$ cat src/rtl/sbt_pkg.sv
// sbt_pkg: shared types and constants of the sorted bucket table
// no dependencies; used by sbt_cmp, sorted_bucket_table and the bench
package sbt_pkg;

  localparam int NumBucketsDef  = 8;
  localparam int BucketDepthDef = 8;
  localparam int ValueWidthDef  = 32;
  localparam int MaxResults     = 64;
  localparam int FillMax        = 127;

  localparam int OpW     = 2;
  localparam int BucketW = 3;
  localparam int EchoW   = 32;
  localparam int CapW    = 4;
  localparam int StatusW = 3;
  localparam int FillW   = 7;
  localparam int KW      = 7;
  localparam int InDataW  = 40;
  localparam int OutDataW = 40;

  localparam logic [OpW-1:0] OP_INSERT = 2'd0;
  localparam logic [OpW-1:0] OP_DELETE = 2'd1;
  localparam logic [OpW-1:0] OP_LIST   = 2'd2;

  localparam logic [StatusW-1:0] ST_OK          = 3'd0;
  localparam logic [StatusW-1:0] ST_FULL        = 3'd1;
  localparam logic [StatusW-1:0] ST_NOT_FOUND   = 3'd2;
  localparam logic [StatusW-1:0] ST_EMPTY       = 3'd3;
  localparam logic [StatusW-1:0] ST_TABLE_EMPTY = 3'd4;

  typedef struct packed {
    logic lt;
    logic eq;
  } cmp_res_t;

  typedef enum logic [12:0] {
    S_IDLE    = 13'b0000000000001,
    S_INS_CHK = 13'b0000000000010,
    S_INS_RD  = 13'b0000000000100,
    S_INS_CMP = 13'b0000000001000,
    S_DEL_CHK = 13'b0000000010000,
    S_DEL_RD  = 13'b0000000100000,
    S_DEL_CMP = 13'b0000001000000,
    S_DEL_SRD = 13'b0000010000000,
    S_DEL_SWR = 13'b0000100000000,
    S_SUM     = 13'b0001000000000,
    S_MRG_RD  = 13'b0010000000000,
    S_MRG_CMP = 13'b0100000000000,
    S_RESP    = 13'b1000000000000
  } state_t;

endpackage

$ cat src/rtl/sbt_mem.sv
// sbt_mem: single port value store with registered read
// depends on nothing beyond its parameters
module sbt_mem #(
  parameter int DEPTH = 64,
  parameter int AW    = 6,
  parameter int W     = 32
) (
  input  logic          clk,
  input  logic          wr_en,
  input  logic          rd_en,
  input  logic [AW-1:0] addr,
  input  logic [W-1:0]  wr_data,
  output logic [W-1:0]  rd_data
);

  logic [W-1:0] mem [DEPTH];

  always_ff @(posedge clk) begin
    if (wr_en) begin
      mem[addr] <= wr_data;
    end
    if (rd_en) begin
      rd_data <= mem[addr];
    end
  end

endmodule

$ cat src/rtl/sbt_cmp.sv
// sbt_cmp: shared signed compare unit
// depends on sbt_pkg for the result struct
module sbt_cmp #(
  parameter int W = 32
) (
  input  logic [W-1:0]     a,
  input  logic [W-1:0]     b,
  output sbt_pkg::cmp_res_t res
);

  always_comb begin
    res.lt = $signed(a) < $signed(b);
    res.eq = (a == b);
  end

endmodule

$ cat src/rtl/sorted_bucket_table.sv
// sorted_bucket_table: top level, sequencer, bucket registers and output stage
// depends on sbt_pkg, sbt_mem and sbt_cmp
//
// usage
//   s_axis carries one command per transaction: insert, delete or list all
//   m_axis returns the results; insert and delete give one transaction each,
//   an unknown op gives none, a list all one per stored value in ascending
//   order (at most 64, tlast on the final one) or one if the table is empty
// sequencing
//   insert: compares the new value with the entries from the top down,
//   moving each larger one up; delete: scans from the bottom for a match,
//   then shifts the entries above it down; list all: totals the bucket
//   counts, then each merge round reads every bucket head and emits the
//   smallest, the lowest bucket on ties; all steps share the single value
//   store port and the one shared comparator; one command is worked on at
//   a time, s_axis_tready is high only while the sequencer is idle
// reset
//   rst clears bucket counts, capacities and created flags; the store
//   itself is not cleared, only entries below a count are ever read
// stalls
//   a result sits in the output register until taken; the sequencer waits
//   on it before loading the next result, no transaction is dropped
module sorted_bucket_table #(
  parameter int NUM_BUCKETS  = sbt_pkg::NumBucketsDef,
  parameter int BUCKET_DEPTH = sbt_pkg::BucketDepthDef,
  parameter int VALUE_WIDTH  = sbt_pkg::ValueWidthDef
) (
  input  logic                          clk,
  input  logic                          rst,
  input  logic                          s_axis_tvalid,
  output logic                          s_axis_tready,
  // bucket [2:0], value [34:3], capacity [38:35], zero pad
  input  logic [sbt_pkg::InDataW-1:0]   s_axis_tdata,
  // op [1:0]
  input  logic [sbt_pkg::OpW-1:0]       s_axis_tuser,
  output logic                          m_axis_tvalid,
  input  logic                          m_axis_tready,
  // value_res [31:0], fill [38:32], zero pad
  output logic [sbt_pkg::OutDataW-1:0]  m_axis_tdata,
  // status [2:0]
  output logic [sbt_pkg::StatusW-1:0]   m_axis_tuser,
  output logic                          m_axis_tlast
);

  localparam int DEPTH = NUM_BUCKETS * BUCKET_DEPTH;
  localparam int AW    = (DEPTH > 1) ? $clog2(DEPTH) : 1;
  localparam int BIW   = (NUM_BUCKETS > 1) ? $clog2(NUM_BUCKETS) : 1;
  localparam int IW    = (BUCKET_DEPTH > 1) ? $clog2(BUCKET_DEPTH) : 1;
  localparam int CW    = $clog2(BUCKET_DEPTH + 1);
  localparam int TW    = $clog2(DEPTH + 1);
  localparam int VW    = VALUE_WIDTH;

  // input fields
  logic [sbt_pkg::BucketW-1:0] in_bucket;
  logic [sbt_pkg::EchoW-1:0]   in_value;
  logic [sbt_pkg::CapW-1:0]    in_cap;
  logic                        in_acc;

  assign in_bucket = s_axis_tdata[2:0];
  assign in_value  = s_axis_tdata[34:3];
  assign in_cap    = s_axis_tdata[38:35];
  assign in_acc    = s_axis_tvalid && s_axis_tready;

  // sequencer state
  sbt_pkg::state_t state;
  logic [sbt_pkg::OpW-1:0]   op_r;
  logic                      oor;
  logic [BIW-1:0]            bi;
  logic [sbt_pkg::CapW-1:0]  cap_r;
  logic signed [VW-1:0]      val_r;
  logic [sbt_pkg::EchoW-1:0] echo_r;
  logic [CW-1:0]             p;
  logic [CW-1:0]             n_r;
  logic signed [VW-1:0]      best_val;
  logic [BIW-1:0]            best_b;
  logic                      have_best;
  logic [TW-1:0]             total;
  logic [sbt_pkg::KW-1:0]    k;
  logic                      more;

  // pending result
  logic [sbt_pkg::StatusW-1:0] res_status;
  logic [sbt_pkg::EchoW-1:0]   res_val;
  logic [sbt_pkg::FillW-1:0]   res_fill;
  logic                        res_last;

  // per-bucket registers
  logic [CW-1:0] count   [NUM_BUCKETS];
  logic [CW-1:0] limit   [NUM_BUCKETS];
  logic          created [NUM_BUCKETS];
  logic [CW-1:0] cur     [NUM_BUCKETS];

  // store and compare unit
  logic          mem_wr;
  logic          mem_rd;
  logic [AW-1:0] mem_addr;
  logic [VW-1:0] mem_wdata;
  logic [VW-1:0] mem_rdata;
  logic [CW-1:0] idx;
  logic [VW-1:0] cmp_a;
  logic [VW-1:0] cmp_b;
  sbt_pkg::cmp_res_t cmp;

  logic out_free;
  assign out_free = !m_axis_tvalid || m_axis_tready;

  // derived values
  logic [TW-1:0]          total_next;
  logic [sbt_pkg::KW-1:0] emit;
  logic [sbt_pkg::FillW-1:0] fill_sat;
  logic [CW-1:0]          new_lim;
  logic                   bi_last;

  assign total_next = total + TW'(count[bi]);
  assign emit       = (32'(total) > sbt_pkg::MaxResults) ?
                      sbt_pkg::KW'(sbt_pkg::MaxResults) : sbt_pkg::KW'(total);
  assign fill_sat   = (32'(total) > sbt_pkg::FillMax) ?
                      sbt_pkg::FillW'(sbt_pkg::FillMax) : sbt_pkg::FillW'(total);
  assign new_lim    = (32'(cap_r) > BUCKET_DEPTH) ? CW'(BUCKET_DEPTH) : CW'(cap_r);
  assign bi_last    = (bi == BIW'(NUM_BUCKETS - 1));

  // address and write data of the store, one access per cycle
  always_comb begin
    idx       = p;
    mem_wr    = 1'b0;
    mem_rd    = 1'b0;
    mem_wdata = val_r;
    unique case (state)
      sbt_pkg::S_INS_RD: begin
        if (p == '0) begin
          idx    = '0;
          mem_wr = 1'b1;
        end else begin
          idx    = p - CW'(1);
          mem_rd = 1'b1;
        end
      end
      sbt_pkg::S_INS_CMP: begin
        mem_wr    = 1'b1;
        mem_wdata = cmp.lt ? mem_rdata : val_r;
      end
      sbt_pkg::S_DEL_RD: begin
        mem_rd = (p != n_r);
      end
      sbt_pkg::S_DEL_SRD: begin
        idx    = p + CW'(1);
        mem_rd = ((p + CW'(1)) < n_r);
      end
      sbt_pkg::S_DEL_SWR: begin
        mem_wr    = 1'b1;
        mem_wdata = mem_rdata;
      end
      sbt_pkg::S_MRG_RD: begin
        idx    = cur[bi];
        mem_rd = (cur[bi] < count[bi]);
      end
      default: begin
      end
    endcase
  end

  assign mem_addr = AW'(bi) * AW'(BUCKET_DEPTH) + AW'(idx[IW-1:0]);

  // merge compares the fetched head against the best so far
  assign cmp_a = (state == sbt_pkg::S_MRG_CMP) ? mem_rdata : val_r;
  assign cmp_b = (state == sbt_pkg::S_MRG_CMP) ? best_val : mem_rdata;

  sbt_mem #(.DEPTH(DEPTH), .AW(AW), .W(VW)) u_mem (
    .clk     (clk),
    .wr_en   (mem_wr),
    .rd_en   (mem_rd),
    .addr    (mem_addr),
    .wr_data (mem_wdata),
    .rd_data (mem_rdata)
  );

  sbt_cmp #(.W(VW)) u_cmp (
    .a   (cmp_a),
    .b   (cmp_b),
    .res (cmp)
  );

  assign s_axis_tready = (state == sbt_pkg::S_IDLE);

  // sequencer
  always_ff @(posedge clk) begin
    if (rst) begin
      state <= sbt_pkg::S_IDLE;
      k     <= '0;
      for (int i = 0; i < NUM_BUCKETS; i++) begin
        count[i]   <= '0;
        limit[i]   <= '0;
        created[i] <= 1'b0;
      end
    end else begin
      unique case (state)
        sbt_pkg::S_IDLE: begin
          if (in_acc) begin
            op_r   <= s_axis_tuser;
            oor    <= (32'(in_bucket) >= NUM_BUCKETS);
            bi     <= BIW'(in_bucket);
            cap_r  <= in_cap;
            val_r  <= VW'($signed(in_value));
            echo_r <= in_value;
            more   <= 1'b0;
            unique case (s_axis_tuser)
              sbt_pkg::OP_INSERT: state <= sbt_pkg::S_INS_CHK;
              sbt_pkg::OP_DELETE: state <= sbt_pkg::S_DEL_CHK;
              sbt_pkg::OP_LIST: begin
                bi    <= '0;
                total <= '0;
                state <= sbt_pkg::S_SUM;
              end
              default: state <= sbt_pkg::S_IDLE;
            endcase
          end
        end
        sbt_pkg::S_INS_CHK: begin
          res_val  <= echo_r;
          res_last <= 1'b1;
          if (oor) begin
            res_status <= sbt_pkg::ST_FULL;
            res_fill   <= '0;
            state      <= sbt_pkg::S_RESP;
          end else if (!created[bi]) begin
            // first use creates the bucket with a saturated capacity
            created[bi] <= 1'b1;
            limit[bi]   <= new_lim;
            count[bi]   <= '0;
            p           <= '0;
            n_r         <= '0;
            if (new_lim == '0) begin
              res_status <= sbt_pkg::ST_FULL;
              res_fill   <= '0;
              state      <= sbt_pkg::S_RESP;
            end else begin
              state <= sbt_pkg::S_INS_RD;
            end
          end else if (count[bi] >= limit[bi]) begin
            res_status <= sbt_pkg::ST_FULL;
            res_fill   <= sbt_pkg::FillW'(count[bi]);
            state      <= sbt_pkg::S_RESP;
          end else begin
            p     <= count[bi];
            n_r   <= count[bi];
            state <= sbt_pkg::S_INS_RD;
          end
        end
        sbt_pkg::S_INS_RD: begin
          if (p == '0) begin
            count[bi]  <= n_r + CW'(1);
            res_status <= sbt_pkg::ST_OK;
            res_fill   <= sbt_pkg::FillW'(n_r + CW'(1));
            state      <= sbt_pkg::S_RESP;
          end else begin
            state <= sbt_pkg::S_INS_CMP;
          end
        end
        sbt_pkg::S_INS_CMP: begin
          if (cmp.lt) begin
            p     <= p - CW'(1);
            state <= sbt_pkg::S_INS_RD;
          end else begin
            count[bi]  <= n_r + CW'(1);
            res_status <= sbt_pkg::ST_OK;
            res_fill   <= sbt_pkg::FillW'(n_r + CW'(1));
            state      <= sbt_pkg::S_RESP;
          end
        end
        sbt_pkg::S_DEL_CHK: begin
          res_val  <= echo_r;
          res_last <= 1'b1;
          if (oor || count[bi] == '0) begin
            res_status <= sbt_pkg::ST_EMPTY;
            res_fill   <= '0;
            state      <= sbt_pkg::S_RESP;
          end else begin
            n_r   <= count[bi];
            p     <= '0;
            state <= sbt_pkg::S_DEL_RD;
          end
        end
        sbt_pkg::S_DEL_RD: begin
          if (p == n_r) begin
            res_status <= sbt_pkg::ST_NOT_FOUND;
            res_fill   <= sbt_pkg::FillW'(n_r);
            state      <= sbt_pkg::S_RESP;
          end else begin
            state <= sbt_pkg::S_DEL_CMP;
          end
        end
        sbt_pkg::S_DEL_CMP: begin
          if (cmp.eq) begin
            state <= sbt_pkg::S_DEL_SRD;
          end else begin
            p     <= p + CW'(1);
            state <= sbt_pkg::S_DEL_RD;
          end
        end
        sbt_pkg::S_DEL_SRD: begin
          if ((p + CW'(1)) >= n_r) begin
            count[bi]  <= n_r - CW'(1);
            res_status <= sbt_pkg::ST_OK;
            res_fill   <= sbt_pkg::FillW'(n_r - CW'(1));
            state      <= sbt_pkg::S_RESP;
          end else begin
            state <= sbt_pkg::S_DEL_SWR;
          end
        end
        sbt_pkg::S_DEL_SWR: begin
          p     <= p + CW'(1);
          state <= sbt_pkg::S_DEL_SRD;
        end
        sbt_pkg::S_SUM: begin
          total   <= total_next;
          cur[bi] <= '0;
          if (bi_last) begin
            bi        <= '0;
            k         <= '0;
            have_best <= 1'b0;
            if (total_next == '0) begin
              res_status <= sbt_pkg::ST_TABLE_EMPTY;
              res_val    <= '0;
              res_fill   <= '0;
              res_last   <= 1'b1;
              state      <= sbt_pkg::S_RESP;
            end else begin
              state <= sbt_pkg::S_MRG_RD;
            end
          end else begin
            bi <= bi + BIW'(1);
          end
        end
        sbt_pkg::S_MRG_RD, sbt_pkg::S_MRG_CMP: begin
          if (state == sbt_pkg::S_MRG_RD && cur[bi] < count[bi]) begin
            state <= sbt_pkg::S_MRG_CMP;
          end else begin
            // bucket done for this round: fold in the fetched head, if one was read
            logic take;
            logic signed [VW-1:0] bv;
            logic [BIW-1:0] bb;
            take = (state == sbt_pkg::S_MRG_CMP) && (!have_best || cmp.lt);
            bv   = take ? mem_rdata : best_val;
            bb   = take ? bi : best_b;
            if (take) begin
              best_val  <= mem_rdata;
              best_b    <= bi;
              have_best <= 1'b1;
            end
            if (bi_last) begin
              cur[bb]    <= cur[bb] + CW'(1);
              res_status <= sbt_pkg::ST_OK;
              res_val    <= sbt_pkg::EchoW'(bv);
              res_fill   <= fill_sat;
              res_last   <= (k + sbt_pkg::KW'(1) == emit);
              more       <= (k + sbt_pkg::KW'(1) != emit);
              k          <= k + sbt_pkg::KW'(1);
              state      <= sbt_pkg::S_RESP;
            end else begin
              bi    <= bi + BIW'(1);
              state <= sbt_pkg::S_MRG_RD;
            end
          end
        end
        sbt_pkg::S_RESP: begin
          if (out_free) begin
            if (more) begin
              bi        <= '0;
              have_best <= 1'b0;
              state     <= sbt_pkg::S_MRG_RD;
            end else begin
              state <= sbt_pkg::S_IDLE;
            end
          end
        end
        default: state <= sbt_pkg::S_IDLE;
      endcase
    end
  end

  // output register, holds its transaction until taken
  always_ff @(posedge clk) begin
    if (rst) begin
      m_axis_tvalid <= 1'b0;
    end else if (state == sbt_pkg::S_RESP && out_free) begin
      m_axis_tvalid <= 1'b1;
      m_axis_tdata  <= {1'b0, res_fill, res_val};
      m_axis_tuser  <= res_status;
      m_axis_tlast  <= res_last;
    end else if (m_axis_tready) begin
      m_axis_tvalid <= 1'b0;
    end
  end

  // checks
  a_ins_cmp_has_slot: assert property (@(posedge clk) disable iff (rst)
    state == sbt_pkg::S_INS_CMP |-> p != '0)
    else $error("insert compare with no entry below");

  a_merge_has_best: assert property (@(posedge clk) disable iff (rst)
    (state == sbt_pkg::S_MRG_RD && bi_last && cur[bi] >= count[bi]) |-> have_best)
    else $error("merge round ended with no candidate");

  a_emit_bound: assert property (@(posedge clk) disable iff (rst)
    32'(k) <= sbt_pkg::MaxResults)
    else $error("list emitted too many values");

  a_resp_waits: assert property (@(posedge clk) disable iff (rst)
    (state == sbt_pkg::S_RESP && !out_free) |=> state == sbt_pkg::S_RESP)
    else $error("result left while output stalled");

endmodule

$ cat config.mk
export PLATFORM = sky130hd
export DESIGN_NAME = sorted_bucket_table
export DESIGN_NICKNAME = d
export VERILOG_FILES = /design/src/rtl/sbt_pkg.sv /design/src/rtl/sbt_mem.sv /design/src/rtl/sbt_cmp.sv /design/src/rtl/sorted_bucket_table.sv
export SDC_FILE = /design/constraint.sdc
export NUM_CORES = 2
export LEC_CHECK = 0
export BUFFER_PORTS_ARGS = -buffer_cell sky130_fd_sc_hd__buf_2
export CAP_MARGIN = 15
export CORE_ASPECT_RATIO = 0.8
export CORE_MARGIN = 3
export CORE_UTILIZATION = 40
export DETAILED_ROUTE_END_ITERATION = 10
export PLACE_DENSITY = 0.6
export SLEW_MARGIN = 20
export SYNTH_ARGS = -nofsm -noshare
export SYNTH_HDL_FRONTEND = slang
export SYNTH_SLANG_ARGS = --single-unit
$ cat constraint.sdc
create_clock -name clk -period 7.1 [get_ports clk]
set_input_delay 0.71 -clock clk [delete_from_list [all_inputs] [get_ports clk]]
set_output_delay 0.71 -clock clk [all_outputs]
set_load 0.05 [all_outputs]
### Word level (Yosys, flattened, before mapping)

Memories as Yosys holds them, arrays and structs flattened. A register that Yosys moved wholly into a read port is not among the register bits.
Index checks and enable logic that the tools add are counted.

* word-level logic and storage cells: 282
* bits in registers: 198
* memory bits (writable): 2152
* input port bits: 46
* memories: 5
* output and inout port bits: 46

* multiplexer cells: 149
* reductions and logical operators: 43
* equal/unequal tests: 42
* bitwise gates (word level): 5
* $lt $le $gt $ge: 7
* $add $sub $neg: 11

Memory list
* u_mem.mem: words 64, bits a word 32, rd ports 1, clocked after Yosys merged registers in 1, write ports 1, RTL line sbt_mem.sv:16 `logic [W-1:0] mem [DEPTH];`
* count: words 8, bits a word 4, rd ports 1, clocked after Yosys merged registers in 1, write ports 8, RTL line sorted_bucket_table.sv:88 `logic [CW-1:0] count [NUM_BUCKETS];`
* cur: words 8, bits a word 4, rd ports 2, clocked after Yosys merged registers in 1, write ports 1, RTL line sorted_bucket_table.sv:91 `logic [CW-1:0] cur [NUM_BUCKETS];`
* limit: words 8, bits a word 4, rd ports 1, clocked after Yosys merged registers in 1, write ports 8, RTL line sorted_bucket_table.sv:89 `logic [CW-1:0] limit [NUM_BUCKETS];`
* created: words 8, bits a word 1, rd ports 1, clocked after Yosys merged registers in 1, write ports 8, RTL line sorted_bucket_table.sv:90 `logic created [NUM_BUCKETS];`

Operators by type and width (number)
* 32-bit 2-to-1 mux: 8
* 13-bit 2-to-1 mux: 14
* 13-bit case mux with 12 select lines: 1
* 7-bit 2-to-1 mux: 18
* 32-bit case mux with 3 select lines: 1
* 3-bit 2-to-1 mux: 29
* 32-bit case mux with 2 select lines: 1
* 7-bit case mux with 8 select lines: 1
* 4-bit 2-to-1 mux: 13
* 1-bit 2-to-1 mux: 48
* 32-bit == test: 1
* 32-bit < comparator: 1
* 2-bit inequality test (second input constant): 16
* 10-bit case mux with 3 select lines: 1
* 7-bit case mux with 2 select lines: 2
* 3-bit case mux with 8 select lines: 1
* 4-bit case mux with 5 select lines: 1
* 7-bit AND reduction: 2
* 13-bit by 1-bit == test with 1-bit output (second input constant): 1
* 13-bit by 10-bit == test with 1-bit output (second input constant): 1
* 13-bit by 11-bit == test with 1-bit output (second input constant): 1
* 13-bit by 12-bit == test with 1-bit output (second input constant): 1
* 13-bit == test (second input constant): 1
* 13-bit by 2-bit == test with 1-bit output (second input constant): 1
* 58 further kinds: 92

### Longest topological paths before layout

* word-level depth: 11
* depth in mapped cells: 25
* gate-level depth less buffers: 19

### Cells and area by module

A second synthesis with hierarchy kept.

* cell total of the unflattened synthesis: 5717
* area total of the unflattened synthesis: 94981.1 sq um

Modules (own cells, without submodules)
* sbt_mem: cells each 4370, area an instance 78935.7 sq um, sequential area each 62459.9 sq um, times used 1
* sorted_bucket_table: cells each 1234, area an instance 15224.6 sq um, sequential area each 8838.5 sq um, times used 1
* sbt_cmp: cells each 113, area an instance 820.8 sq um, sequential area each 0.0 sq um, times used 1

### Worst setup path after synthesis

OpenSTA, ideal clock, no wires.

* path type: reg-to-reg
* start: register state[12]
* end: memory cur[0][3] (netlist bit), data pin
* clock period less this slack: 5760 ps
* path slack: 1340 ps
* setup time: 264 ps
* data required time: 6836 ps
* data arrival time: 5496 ps
* cell stages (with the launch flop): 20
* path buffers: 3
* path through: dfxtp_1 > nor4_4 > nand3_2 > buf_2 > nor3_1 > clkbuf_1 > buf_1 > mux2i_1 > ha_1 > a21o_1 > a221o_1 > a22oi_2 > a21boi_1 > or3_4 > a311oi_2 > nor2_1 > a22oi_1 > o221ai_1 > o31a_1 > nor3_1

* cells in the longest elaborated chain, start to end: 9
* elaborated cells between the ends (all ways): 18
* those cells by class: 1 x add/sub; 1 x order compare; 2 x eq/ne; 8 x mux; 5 x reduce/logical; 1 x memory

Ends and longest elaborated chain
* start, declared: RTL line sorted_bucket_table.sv:65 `sbt_pkg::state_t state;`
* start signal, assigned: RTL line sorted_bucket_table.sv:188 `state <= sbt_pkg::S_IDLE;`
* start signal, assigned: RTL line sorted_bucket_table.sv:207 `sbt_pkg::OP_INSERT: state <= sbt_pkg::S_INS_CHK;`
* start signal, assigned: RTL line sorted_bucket_table.sv:208 `sbt_pkg::OP_DELETE: state <= sbt_pkg::S_DEL_CHK;`
* 13-bit by 12-bit == test with 1-bit output
* 32-bit 2-to-1 mux, on equally long branches: RTL line sorted_bucket_table.sv:165, sorted_bucket_table.sv:166
* 32-bit < comparator: RTL line sbt_cmp.sv:12 `res.lt = $signed(a) < $signed(b);`
* 1-bit logical OR: RTL line sorted_bucket_table.sv:342 `take = (state == sbt_pkg::S_MRG_CMP) && (!have_best || cmp.lt);`
* 1-bit logical AND: RTL line sorted_bucket_table.sv:342
* 3-bit 2-to-1 mux
* memory 8 x 4 bit
* 4-bit by 1-bit adder with 4-bit output: RTL line sorted_bucket_table.sv:351 `cur[bb] <= cur[bb] + CW'(1);`
* 4-bit 2-to-1 mux (no line) *
* end, declared: RTL line sorted_bucket_table.sv:91

Mark *: on every way between the ends. The rest lies on a longest branch, timed or not.

### Worst setup path in the final report

* start: register state[12]
* end: memory cur[5][1] (netlist bit), data pin

Same word-level chain as after synthesis.

==> impl_results.md <==
* Fill cell total of the finished layout at 20110
* Synthesized netlist net count at 6304
* Data required, critical path at 7.70 ns
* Routed via count at 59720
* Worst slew pin tran at 1.164 ns
* Placer Congestion at 0.9096
* Count of input and output buffers at 89
* Library cells used by synthesis at 97
* Post-layout net count at 6541
* Setup violations, final at 0
* Outcome: finished, final reports clean
* Internal Pwr Total at 21.97 mW
* Number of violations reported at the end of detailed-routing iteration 0 at 8511
* Total number of yosys warnings at 0
* Part of the total power dissipated in sequential elements at 0.555
* Worst-case clock skew at 0.05051 ns
* RSZ-0062 raised after global routing: false
* Number of antenna violations at the first check in global routing at 5
* Final hold violations at 0
* Switching power total at 6.159 mW
* Number of synthesized register bits at 2385
* Post-DR vias/cell at 6.132
* Number of gates resized after CTS at 0
* Area growth from synthesis to final layout at 13.91%
* Proportion of synthesized chip area in sequential cells at 0.7602
* Worst hold slack after final layout at 0.06574 ns
* Max-cap viol count at 0
* Crit share post-route at 0.9038
* Headroom to the max-slew limit at 0.2161
* Boundary pin count at 92
* Hold WC Path Type: input pin to flip-flop
* Initial Utilization at 0.4034
* Die area at 240400 sq um
* Clock transition at the registers of the reported paths at 0.06 ns
* Arrival time of the worst setup path at 7.02 ns
* Detailed Routing Iterations Pass 1 at 9
* Critical path peak fanout at 17
* Combinational power share at 0.045
* Total clock sinks at 2385
* Synth async-reset ratio at 0
* Die height at 439.1 um
* Synthesized instance count at 6201
* Maximum root-to-sink buffer count at 4
* Mapped cell area at 93790 sq um
* DP Worst Slack at 0.8020 ns
* Fraction of power consumed by the clock network at 0.400
* Library cell used as clock root buffer: clkbuf_16
* Final setup TNS at 0 ns
* Worst path max stage delay at 0.76 ns
* Number of synthesized flops with an enable pin at 2353
* Leakage power at 34.22 nW
* Design Power at 28.13 mW
* Residual antenna-violating net count after detailed routing at 0
* First-pass GRT wire length at 424.6 mm
* Horizontal extent of the die at 547.4 um
* Post-layout min period at 6.417 ns
* CTS tree: done
* Vias in the first global route at 55950
* Final Instance Count excl. Fillers at 9740
* Worst Setup Path Type: flip-flop to flip-flop
* Main flop type after synthesis: edfxtp_1
* Final count of pins violating max slew at 0
* Number of placed cells counting well taps at 9301
* Remaining design rule violation count at 0
* Critical Path Start Type: flip-flop
* Final setup slack of the worst path at 0.6827 ns
* Power density over the cells at 263.3 nW/um^2
* Post-Synthesis Mean Instance Area at 15.13 sq um
* Largest net degree at the start of global routing at 101
* Total global routing track utilization at 0.2440
* Standard-cell row count at 158
* Sum of routed wire length over all layers at 301.9 mm
* Average detailed-routed wire length per instance at 30.99 um
* Detailed Place HPWL at 179.2 mm
* Nature of the critical path endpoint: flip-flop
* Total congestion overflow at 0
* Proportion of total power due to net switching at 0.2189
* Crit path cell chain: nor4_4, nand3_2, or3_1, nand2_1, nand2_1, ha_1, nand4_2, nor4_2, nand4_1, a31oi_1, o31ai_1, a31oi_2, mux2_2, o221ai_1, inv_1, ha_1, inv_1, nor2_1
* Slowest cell on the critical path: or3_1
* Fmax at 155.8 MHz
* Core Area at 232500 sq um
* Number of hold buffers added after cts at 34
* Footprint of the multi-input gates at 21240 sq um
* # Post-CTS Setup Buffers at 0
* H-Tree Level Count at 4
* Peak supply drop at 0.1911 mV
* Worst-skew pair later-pin latency at 0.89 ns
* Share of post-route cells with drive strength above 1 at 0.1370
* Sequential Area at 71300 sq um
* Clock buffer count from CTS at 221
## cells by family (layout without fill, tap and decap cells)
family / after synthesis / count (layout) / share of synthesized area
AO/OA/AOI/OAI: 1263 / 1263 / 0.09644
flip-flops: 2385 / 2385 / 0.7602
adder cells (fa/ha/maj): 57 / 57 / 0.007684
AND/OR/NAND/NOR: 1853 / 1853 / 0.08702
multiplexers: 192 / 192 / 0.02521
buffers and inverters: 428 / 840 / 0.02138
XOR/XNOR: 22 / 22 / 0.002054
other: 1 / 8 / 0.00003998
## synthesized netlist by cell type (all sizes together), types with 5 or more instances
master | instances | area share
buf | 253 | 0.014
o21bai | 8 | 0.00064
a41oi | 25 | 0.0023
a211oi | 32 | 0.0026
mux2i | 81 | 0.0086
and2 | 11 | 0.00079
a222oi | 15 | 0.0016
or2 | 6 | 0.00040
a31oi | 97 | 0.0065
a22o | 84 | 0.0078
a2111oi | 8 | 0.0010
o21a | 6 | 0.00049
o221ai | 5 | 0.00065
dfxtp | 32 | 0.0068
and3 | 21 | 0.0014
mux4 | 27 | 0.0065
a21oi | 242 | 0.013
nand4b | 7 | 0.00065
nor2 | 194 | 0.0078
nand2b | 23 | 0.0015
clkbuf | 133 | 0.0053
inv | 42 | 0.0017
xor2 | 9 | 0.00084
edfxtp | 2353 | 0.75
or3 | 8 | 0.00060
nor2b | 13 | 0.00087
nand4 | 38 | 0.0026
o21ai | 110 | 0.0059
a221oi | 160 | 0.015
nand3 | 423 | 0.023
nor3 | 52 | 0.0033
o22ai | 15 | 0.0010
or4 | 7 | 0.00064
ha | 56 | 0.0075
o211ai | 17 | 0.0014
nor4 | 25 | 0.0020
mux2 | 84 | 0.010
a221o | 18 | 0.0019
a22oi | 370 | 0.030
xnor2 | 13 | 0.0012
o2bb2ai | 7 | 0.00065
nand2 | 1010 | 0.041
a311oi | 11 | 0.0011
## registers in the layout, indices dropped and copies added (netlist names), 7 cells and up, named ones only
signal         flops
m_axis_tdata      39
echo_r            32
best_val          32
cur               32
fill_sat           7
u_mem.mem       2048
limit             32
k                  7
res_fill           7
u_mem.rd_data     32
count             32
state             13
res_val           32
created            8
## through the flow
step / instance area, sq um / util
after CTS: 106800 / 0.4593
after floorplan: 93790 / -
final: 106800 / 0.4596
after detailed placement: 99790 / 0.4292
after global placement: 99780 / 0.4292
after global routing: 106800 / 0.4595
## cells in the final DEF, fill, tap and decap left out, types with 13 or more instances in the layout
cell,synthesis,routed
inv_1,41,41
nand4_1,37,37
clkinv_1,0,49
nand2b_1,23,22
nor2_1,194,118
o22ai_1,15,15
o211ai_1,16,16
mux4_2,27,27
nor4_1,22,21
nor2_4,0,74
a21oi_1,242,241
dfxtp_1,32,31
buf_12,0,56
edfxtp_1,2353,2353
a222oi_1,15,15
dlygate4sd3_1,0,34
nor3_1,43,40
clkbuf_1,133,54
nand3_1,422,420
a221o_1,18,18
a22oi_1,369,369
o21ai_0,88,88
clkbuf_16,0,222
clkinv_2,0,41
buf_2,178,89
and3_1,21,21
buf_4,23,221
mux2_2,81,70
mux2i_1,81,81
o21ai_1,22,20
a31oi_1,97,96
a221oi_1,158,158
a41oi_1,25,25
nand2_1,1009,1006
a22o_1,84,84
xnor2_1,13,13
ha_1,56,56
a211oi_1,31,31
## critical path: cells and delay by family, from the launching register on
family	cells	cell delay [ns]
and+or+nand+nor	9	3.15
muxes	1	0.40
DFF	1	0.38
adders and majority gates	2	0.61
AOI/OAI and AO/OA	4	1.48
buffers and inverters	2	0.14
## power by group through the flow
stage / clock (mW) / combinational [mW] / sequential (mW)
after floorplan: 0 / 0.645 / 15.9
after global placement: 0 / 1.21 / 15.9
after detailed placement: 0 / 1.23 / 15.9
after CTS: 11.4 / 1.25 / 15.6
after global routing: 11.9 / 1.34 / 15.6
final: 11.3 / 1.27 / 15.6
## path summary, 6_finish.rpt
check,cells after the start,slack [ns],startpoint,to
worst max register to register,18,0.68,state[12],cur[5][1]
worst max-delay path,18,0.68,state[12],cur[5][1]
worst min-delay path,2,0.07,s_axis_tuser[0],state[1]
worst min register to register,0,0.42,res_status[2],m_axis_tuser[2]
## metal layers
metal  GRT usage  routed length (um)  vias to the layer above
met5           0                   0                        -
met4     0.07379               10010                        0
met3     0.04841               34100                      507
met2      0.3641              133400                     3707
met1      0.3608              124300                    30710
li1            -                   -                    24800
## area by class of cell
cell class / instances / area share
antenna: 7 / 0.0001640
clock buffer: 277 / 0.05402
clock inverter: 121 / 0.008268
inverter: 42 / 0.001476
multi-input combinational: 3388 / 0.1988
sequential: 2385 / 0.6673
tap: 3120 / 0.03654
timing repair buffer: 400 / 0.03338
No activity file was read; power rests on OpenSTA's default activity.
